## config.mk

```make
export PLATFORM = sky130hd
export DESIGN_NAME = cuem_divider
export DESIGN_NICKNAME = d
export VERILOG_FILES = /design/src/rtl/cuem_pkg.sv /design/src/rtl/cuem_divider.sv
export SDC_FILE = /design/constraint.sdc
export NUM_CORES = 1
export LEC_CHECK = 0
export BUFFER_PORTS_ARGS = -buffer_cell sky130_fd_sc_hd__buf_4
export CAP_MARGIN = 5
export CORE_MARGIN = 2
export CORE_UTILIZATION = 55
export CTS_CLUSTER_SIZE = 24
export DETAILED_ROUTE_END_ITERATION = 10
export PLACE_DENSITY = 0.87
export SLEW_MARGIN = 20
export SYNTH_ARGS = -nofsm -noshare
export SYNTH_HDL_FRONTEND = slang
export SYNTH_SLANG_ARGS = --single-unit
```

## constraint.sdc

```tcl
create_clock -name clk_i -period 5.8 [get_ports clk_i]
set_input_delay 0.87 -clock clk_i [delete_from_list [all_inputs] [get_ports clk_i]]
set_output_delay 0.87 -clock clk_i [all_outputs]
set_load 0.02 [all_outputs]
```

## src/rtl/cuem_pkg.sv

```systemverilog
// shared types, constants and helpers of the cpu utilization average monitor
`timescale 1ns / 1ps
`default_nettype none
package cuem_pkg;

  localparam int COUNTER_WIDTH_DEF = 64;
  localparam int FRAC_BITS_DEF     = 16;

  localparam int TICK_W       = 64;
  localparam int NUM_COUNTERS = 10;
  localparam int CNT_IDX_W    = 4;
  localparam int SHARE_W      = 15;
  localparam int NUM_SHARES   = 4;
  localparam int NUM_AVGS     = 3;
  localparam int CFG_IDX_W    = 2;
  localparam int CFG_DATA_W   = 16;

  localparam logic [SHARE_W-1:0] FULL_SCALE = 15'd25600;

  // 25600 = 2^14 + 2^13 + 2^10
  localparam int SCALE_SH_A = 14;
  localparam int SCALE_SH_B = 13;
  localparam int SCALE_SH_C = 10;

  localparam logic [CNT_IDX_W-1:0] IDX_USER   = 4'd0;
  localparam logic [CNT_IDX_W-1:0] IDX_SYSTEM = 4'd2;
  localparam logic [CNT_IDX_W-1:0] IDX_IDLE   = 4'd3;
  localparam logic [CNT_IDX_W-1:0] IDX_IOWAIT = 4'd4;

  localparam logic [CFG_IDX_W-1:0] REG_DECAY_SHORT = 2'd0;
  localparam logic [CFG_IDX_W-1:0] REG_DECAY_MID   = 2'd1;
  localparam logic [CFG_IDX_W-1:0] REG_DECAY_LONG  = 2'd2;

  typedef struct packed {
    logic busy;
    logic done;
  } div_stat_t;

  // share slot to counter index: iowait first, the averages need it
  function automatic logic [CNT_IDX_W-1:0] share_src(input logic [1:0] slot);
    logic [CNT_IDX_W-1:0] idx;
    unique case (slot)
      2'd0: idx = IDX_IOWAIT;
      2'd1: idx = IDX_USER;
      2'd2: idx = IDX_SYSTEM;
      default: idx = IDX_IDLE;
    endcase
    return idx;
  endfunction

endpackage
`default_nettype wire

```

## src/rtl/cuem_divider.sv

```systemverilog
// shared restoring divider, one quotient bit per cycle
`timescale 1ns / 1ps
`default_nettype none
module cuem_divider #(
  parameter int NUM_W = 79,
  parameter int DEN_W = 68
) (
  input  wire logic                          clk_i,
  input  wire logic                          rst_ni,
  input  wire logic                          start_i,
  input  wire logic [NUM_W-1:0]              num_i,
  input  wire logic [DEN_W-1:0]              den_i,
  output cuem_pkg::div_stat_t                stat_o,
  output logic [cuem_pkg::SHARE_W-1:0]       quot_o
);

  localparam int W     = DEN_W + cuem_pkg::SHARE_W - 1;
  localparam int CNT_W = $clog2(cuem_pkg::SHARE_W + 1);
  localparam logic [CNT_W-1:0] StepCount = CNT_W'(cuem_pkg::SHARE_W);
  localparam logic [CNT_W-1:0] LastStep  = CNT_W'(1);

  logic [W-1:0]                  rem_q, rem_d;
  logic [W-1:0]                  dsh_q, dsh_d;
  logic [cuem_pkg::SHARE_W-1:0]  quot_q, quot_d;
  logic [CNT_W-1:0]              cnt_q, cnt_d;
  logic                          done_q, done_d;

  always_comb begin
    rem_d  = rem_q;
    dsh_d  = dsh_q;
    quot_d = quot_q;
    cnt_d  = cnt_q;
    done_d = 1'b0;
    if (start_i) begin
      rem_d  = W'(num_i);
      dsh_d  = W'(den_i) << (cuem_pkg::SHARE_W - 1);
      quot_d = '0;
      cnt_d  = StepCount;
    end else if (cnt_q != '0) begin
      if (rem_q >= dsh_q) begin
        rem_d  = rem_q - dsh_q;
        quot_d = {quot_q[cuem_pkg::SHARE_W-2:0], 1'b1};
      end else begin
        quot_d = {quot_q[cuem_pkg::SHARE_W-2:0], 1'b0};
      end
      dsh_d  = dsh_q >> 1;
      cnt_d  = cnt_q - LastStep;
      done_d = (cnt_q == LastStep);
    end
  end

  always_ff @(posedge clk_i or negedge rst_ni) begin
    if (!rst_ni) begin
      cnt_q  <= '0;
      done_q <= 1'b0;
    end else begin
      cnt_q  <= cnt_d;
      done_q <= done_d;
    end
  end

  always_ff @(posedge clk_i) begin
    rem_q  <= rem_d;
    dsh_q  <= dsh_d;
    quot_q <= quot_d;
  end

  assign stat_o.busy = (cnt_q != '0);
  assign stat_o.done = done_q;
  assign quot_o      = quot_q;

endmodule
`default_nettype wire

```

==> results of run 1 <==
==> synthesized netlist by cell type (4+ instances only) <==
| cell | count |
|---|---|
| or3_1 | 4 |
| clkbuf_1 | 59 |
| nor4_1 | 6 |
| buf_2 | 26 |
| dfxtp_1 | 32 |
| buf_1 | 4 |
| nand2_1 | 289 |
| a211oi_1 | 9 |
| xnor2_1 | 39 |
| nand4_1 | 44 |
| nor2b_1 | 8 |
| a21o_1 | 33 |
| o21a_1 | 14 |
| a31oi_1 | 11 |
| o21ai_0 | 115 |
| nand3_1 | 14 |
| o31ai_1 | 74 |
| a21oi_1 | 132 |
| o21bai_1 | 17 |
| dfrtp_1 | 5 |
| and2_1 | 6 |
| edfxtp_1 | 147 |
| xor2_1 | 37 |
| nand2b_1 | 12 |
| nor2_1 | 62 |
| o211ai_1 | 8 |
| o21ai_1 | 16 |
| a21boi_0 | 5 |
| ha_1 | 84 |
| nor3_1 | 22 |
| inv_1 | 106 |
==> per-layer routing <==
layer  up-vias  share of wire
li1       5667              -
met4         0          0.022
met2       489           0.46
met1      5394           0.45
met3        65          0.073
met5         -              0
==> state kept, by name, indices dropped and copies added, names as in the netlist <==
| name | count |
|---|---|
| dsh_q | 82 |
| done_q | 1 |
| cnt_q | 4 |
| quot_o | 15 |
| rem_q | 82 |
==> cells by family (layout without fill, tap and decap cells) <==
kind of cell / after synthesis / after routing
compound gates: 479 / 479
simple gates: 495 / 495
flops: 184 / 184
mux: 3 / 3
xor+xnor: 76 / 76
fa+ha+maj: 85 / 85
buf+inv: 199 / 311
==> critical path: stages, from the launching register on <==
cell and delay [ns]:
edfxtp_1 0.35, inv_1 0.07, ha_1 0.16, inv_1 0.05
fa_1 0.44, a211oi_1 0.27, nor3_1 0.11, o31ai_2 0.41
a31oi_4 0.18, a2111oi_4 0.45, o31a_1 0.20, o21ai_2 0.08
nand2_2 0.23, nand2_8 0.41
==> final cells by class <==
type,count,area share
Timing Repair Buffer,172,0.08708
Clock inverter,11,0.006046
Clock buffer,21,0.03090
Inverter,107,0.02696
Tap cell,319,0.02679
Sequential cell,184,0.3477
Multi-Input combinational cell,1138,0.4746
==> through the flow <==
step | util | total power [mW] | worst slack, ns | std cells | area (µm²)
detailed placement | 0.6146 | 6.259 | 1.650 | 1920 | 14340
floorplan | - | 5.288 | 1.106 | 1521 | 13020
finish | 0.6386 | 7.502 | 1.954 | 1952 | 14900
global placement | 0.6146 | 6.137 | 1.876 | 1920 | 14340
global route | 0.6386 | 7.996 | 1.701 | 1952 | 14900
CTS | 0.6382 | 7.410 | 1.650 | 1952 | 14890
==> final timing paths <==
kind                           from  depth (start not counted)  slack, ns        end
hold / removal               rst_ni                          1       0.22   cnt_q[2]
setup reg to reg           rem_q[0]                         13       1.95  rem_q[56]
max in group asynchronous    rst_ni                          1       5.47   cnt_q[1]
setup / recovery           rem_q[0]                         13       1.95  rem_q[56]
hold reg to reg            dsh_q[3]                          2       0.47   dsh_q[3]
min in group clk_i         dsh_q[3]                          2       0.47   dsh_q[3]
==> report_power, final <==
group | internal, mW | switching [mW]
Combinational | 1.65 | 2.66
Sequential | 1.92 | 0.131
Clock | 0.579 | 0.552
==> impl_metrics.tcl, run 1 <==
set metrics [dict create \
    vias_per_cell 5.950 \
    ys_types 83 \
    synth-xor-area-share 0.05112 \
    critPathMaxFanout 79 \
    synth_area_leaders "edfxtp_1 (34%), nand2_1 (8.3%), ha_1 (8.1%)" \
    ios 167 \
    powerDensity_nw_per_um2 503.5 \
    antenna_left 0 \
    mostFrequentLayoutCell "nand2_1" \
    fillerInstances 1945 \
    drt_iter0_drc 1207 \
    grt_start_max_net_pins 112 \
    seq_area_frac_synth 0.3978 \
    synthAdderAreaFrac 0.08226 \
    fin_tns_setup_ns 0 \
    peakVddDrop_mv 0.2205 \
    clock-root-buffer "clkbuf_16" \
    netlist_area_um2 13020 \
    dp_hpwl_mm 25.09 \
    worst_slew_pin_slew_ns 1.031 \
    cp.required_ns 5.84 \
    gp_congestion 0.9076 \
    nets 1855 \
    setup_violations 0 \
    synth_fp_nets 1756 \
    initial_utilization 0.5580 \
    multiInputGateArea_um2 7071 \
    p_leak_nw 6.047 \
    cts_resized 0 \
    start_kind "flop" \
    insertion_delay_ns 0.45 \
    cap_violations 0 \
    status "finished, final reports clean" \
    core_um2 23330 \
    hold_class "primary input to async pin" \
    synth_top_area_share 0.3390 \
    die_h_um 157.9 \
    clock_sinks 184 \
    timing.slew.headroom 0.3123 \
    drcViolationCount 0 \
    drive_gt1_frac 0.1433 \
    period_share 0.6631 \
    grt_pass1_wl_mm 54.28 \
    synth_seq_cells 184 \
    drv_slew 0 \
    track_usage 0.2717 \
    synth_ff_type "edfxtp_1" \
    syn_inst 1521 \
    met3_usage 0.04216 \
    rows 56 \
    cts_setup_buffers 0 \
    synth_mux_area_frac 0.002402 \
    grt_setup_unrepaired "no" \
    die-area_um2 24920 \
    yosysTopAreaCell "edfxtp_1" \
    cts_max_level 4 \
    grt_antenna_before_repair 0 \
    top_usage_layer "met2" \
    drt_first_pass_iters 6 \
    layout_common_cells "nand2_1 (287), buf_4 (171), edfxtp_1 (147)" \
    vias 11620 \
    cts_tree "done" \
    synth_top_family_by_area "compound AO/OA/AOI/OAI gates" \
    cp-end-kind "flop" \
    dieWidth_um 157.9 \
    skew_ns 0.01243 \
    synth.avg_cell_area_um2 8.560 \
    wl_mm 34.05 \
    met2_usage 0.4381 \
    synth_edf_count 147 \
    ys_warn_count 0 \
    layout_min_cycle_time_ns 3.846 \
    overflow 0 \
    clk_path_buf_depth 2 \
    worstPathArrival_ns 3.88 \
    synth_simple_gate_area_frac 0.1705 \
    clk_pin_slew_worst_paths_ns 0.07 \
    fmax_mhz 260.0 \
    numCtsBuffers 17 \
    grt_use_met1 0.3750 \
    first_global_vias 11060 \
    hold_viol 0 \
    seqCellArea_um2 5180 \
    async_flop_share 0.02717 \
    synth-compound-area-share 0.2352 \
    areaGrowthSynthToFinish_pct 14.43 \
    n_antenna_cell 0 \
    cts_hold_buf 0 \
    port_buffers 166 \
    avgRoutedWirePerCell_um 17.44 \
    path_class "flop to flop" \
    whs_ns 0.2160 \
]
Power figures use the tool's default switching activity.
==> inputs of run 2 (changes only) <==
--- a/config.mk
+++ b/config.mk
@@ -5,13 +5,14 @@
 export SDC_FILE = /design/constraint.sdc
 export NUM_CORES = 1
 export LEC_CHECK = 0
+export ABC_AREA = 1
 export BUFFER_PORTS_ARGS = -buffer_cell sky130_fd_sc_hd__buf_4
 export CAP_MARGIN = 5
 export CORE_MARGIN = 2
 export CORE_UTILIZATION = 55
 export CTS_CLUSTER_SIZE = 24
 export DETAILED_ROUTE_END_ITERATION = 10
-export PLACE_DENSITY = 0.87
+export PLACE_DENSITY = 0.86
 export SLEW_MARGIN = 20
 export SYNTH_ARGS = -nofsm -noshare
 export SYNTH_HDL_FRONTEND = slang
==> constraint.sdc (replaced) <==
create_clock -name clk_i -period 3.7 [get_ports clk_i]
set_input_delay 0.555 -clock clk_i [delete_from_list [all_inputs] [get_ports clk_i]]
set_output_delay 0.555 -clock clk_i [all_outputs]
set_load 0.02 [all_outputs]
==> run 2 against run 1 <==
  * Combinational power rose by 100%
  * Critical path depth rose by 2
  * Synthesized cell count rose by 54%
  * Largest power group unchanged
  * Setup slack got worse by 1.4 ns
==> impl_metrics.tcl, run 2 <==
set metrics [dict create \
    reg2reg_slack_ns 0.56 \
    fillerInstances 2595 \
    seqCellArea_um2 5180 \
    peakVddDrop_mv 0.3968 \
    ys_types 45 \
    rows 61 \
    cp-end-kind "flop" \
    initial_utilization 0.5540 \
    mostFrequentLayoutCell "nand2_1" \
    period_share 0.8491 \
    synth_edf_count 147 \
    netlist_area_um2 15310 \
    layout_common_cells "nand2_1 (831), inv_1 (387), nor2_1 (199)" \
    seq_area_frac_synth 0.3384 \
    skew_ns 0.01459 \
    timing.slew.headroom 0.2666 \
    drcViolationCount 0 \
    cts_tree "done" \
    hold_class "primary input to flop" \
    critPathMaxFanout 79 \
    vias 15510 \
    ios 167 \
    start_kind "flop" \
    status "finished, final reports clean" \
    fin_tns_setup_ns 0 \
    n_antenna_cell 0 \
    yosysTopAreaCell "edfxtp_1" \
    layout_min_cycle_time_ns 3.142 \
    synth_area_leaders "edfxtp_1 (29%), nand2_1 (20%), inv_1 (9.5%)" \
    core_um2 27630 \
    async_flop_share 0.02717 \
    clock_sinks 184 \
    gp_congestion 1.037 \
    areaGrowthSynthToFinish_pct 14.33 \
    path_class "flop to flop" \
    wl_mm 50.67 \
    drt_first_pass_iters 6 \
    grt_antenna_before_repair 0 \
    worstPathArrival_ns 3.25 \
    grt_pass1_wl_mm 78.10 \
    dieWidth_um 170.8 \
    drv_slew 0 \
    synth.avg_cell_area_um2 6.547 \
    dp_hpwl_mm 40.32 \
    drt_iter0_drc 1647 \
    grt_setup_unrepaired "no" \
    vias_per_cell 5.398 \
    drive_gt1_frac 0.1263 \
    cts_resized 0 \
    numCtsBuffers 17 \
    grt_start_max_net_pins 110 \
    insertion_delay_ns 0.47 \
    cap_violations 0 \
    track_usage 0.3490 \
    cp.required_ns 3.81 \
    finalWorstSetupSlack_ns 0.5585 \
    hold_viol 0 \
    p_leak_nw 8.759 \
    antenna_left 0 \
    yosys-top-cells-count "nand2_1 (832), inv_1 (388), nor2_1 (200), edfxtp_1 (147), o21ai_0 (130)" \
    nets 2717 \
    die-area_um2 29180 \
    synth_fp_nets 2573 \
    dp_slack_ns 0.6585 \
    first_global_vias 14820 \
    synth_ff_type "edfxtp_1" \
    port_buffers 166 \
    overflow 0 \
    yosysMostFrequentCell "nand2_1" \
    synth_seq_cells 184 \
    ys_warn_count 0 \
    synth_top_area_share 0.2884 \
    clock-root-buffer "clkbuf_16" \
    cts_max_level 4 \
    fmax_mhz 318.3 \
    syn_inst 2338 \
    multiInputGateArea_um2 8453 \
    setup_violations 0 \
    die_h_um 170.8 \
    avgRoutedWirePerCell_um 17.64 \
    clk_pin_slew_worst_paths_ns 0.07 \
    clk_path_buf_depth 2 \
    powerDensity_nw_per_um2 785.8 \
    worst_slew_pin_slew_ns 1.100 \
]
[run 2: cell count changes in the layout (fill, tap and decap cells not counted), sizes merged, moves of 33 or more]
cell   before  now
nor2       63  225
a21o       33    0
nand2     292  865
nand3      15  113
inv       109  404
o31ai      75   18
[run 2: final timing paths]
kind | from | depth (start not counted) | end
min in group asynchronous | rst_ni | 2 | cnt_q[2]
worst max-delay path | dsh_q[24] | 15 | rem_q[46]
worst min register to register | dsh_q[13] | 2 | dsh_q[13]
worst min-delay path | den_i[67] | 3 | dsh_q[81]
worst max register to register | dsh_q[24] | 15 | rem_q[46]
max in group asynchronous | rst_ni | 2 | cnt_q[3]
[run 2: metrics by stage]
step                      power [mW]  area [µm²]  cells  hold slack, ns  utilization
after global placement         11.56       16930   2840          0.3603       0.6126
after detailed placement       11.71       16930   2840          0.3631       0.6126
final                          13.75       17500   2873          0.3479       0.6334
after floorplan                9.140       15310   2338          0.2594            -
after CTS                      13.59       17500   2873          0.3380       0.6334
after global routing           14.75       17500   2873          0.3457       0.6334
[run 2: layer usage]
metal,part of all wire,routed length [µm],global-route usage
met5,0,0,0
met4,0.020,1032,0.09838
met3,0.067,3384,0.04927
met2,0.46,23450,0.5797
met1,0.45,22800,0.4764
[run 2: worst max-delay path, stage by stage, from the launching register on]
cell and delay (ns):
edfxtp_1 0.37, inv_1 0.06, ha_1 0.37, nand2_2 0.11, nor2_1 0.26, nand2_1 0.18, nor2_2 0.18, nand2_1 0.09
nor2_1 0.20, nand2_1 0.08, nand3_1 0.07, nor2_1 0.06, nand2_1 0.11, nand2_2 0.11, nand2_4 0.09, buf_12 0.38
[run 2: final cells by class]
type,count,area share
Timing Repair Buffer,176,0.07729
Sequential cell,184,0.2960
Multi-Input combinational cell,1710,0.4830
Clock buffer,18,0.02509
Inverter,393,0.08444
Clock inverter,14,0.007150
Tap cell,378,0.02703
[run 2: timing repair]
item	CTS	global route
buffers inserted	0	0
hold buffers	1	0
hold endpoints to repair	5	0
[run 2: kinds of logic after synthesis]
family / count (synthesis) / share of synthesized area
simple gates: 1280 / 0.3518
buf+inv: 444 / 0.1103
compound gates: 322 / 0.1163
flops: 184 / 0.3384
fa+ha+maj: 85 / 0.06997
xor+xnor: 23 / 0.01316
[run 2: where the power goes]
part / switching, mW / total, mW / internal (mW)
clock: 0.916 / 1.82 / 0.907
sequential: 0.211 / 3.23 / 3.01
combinational: 5.94 / 8.70 / 2.76
total: 7.07 / 13.8 / 6.68
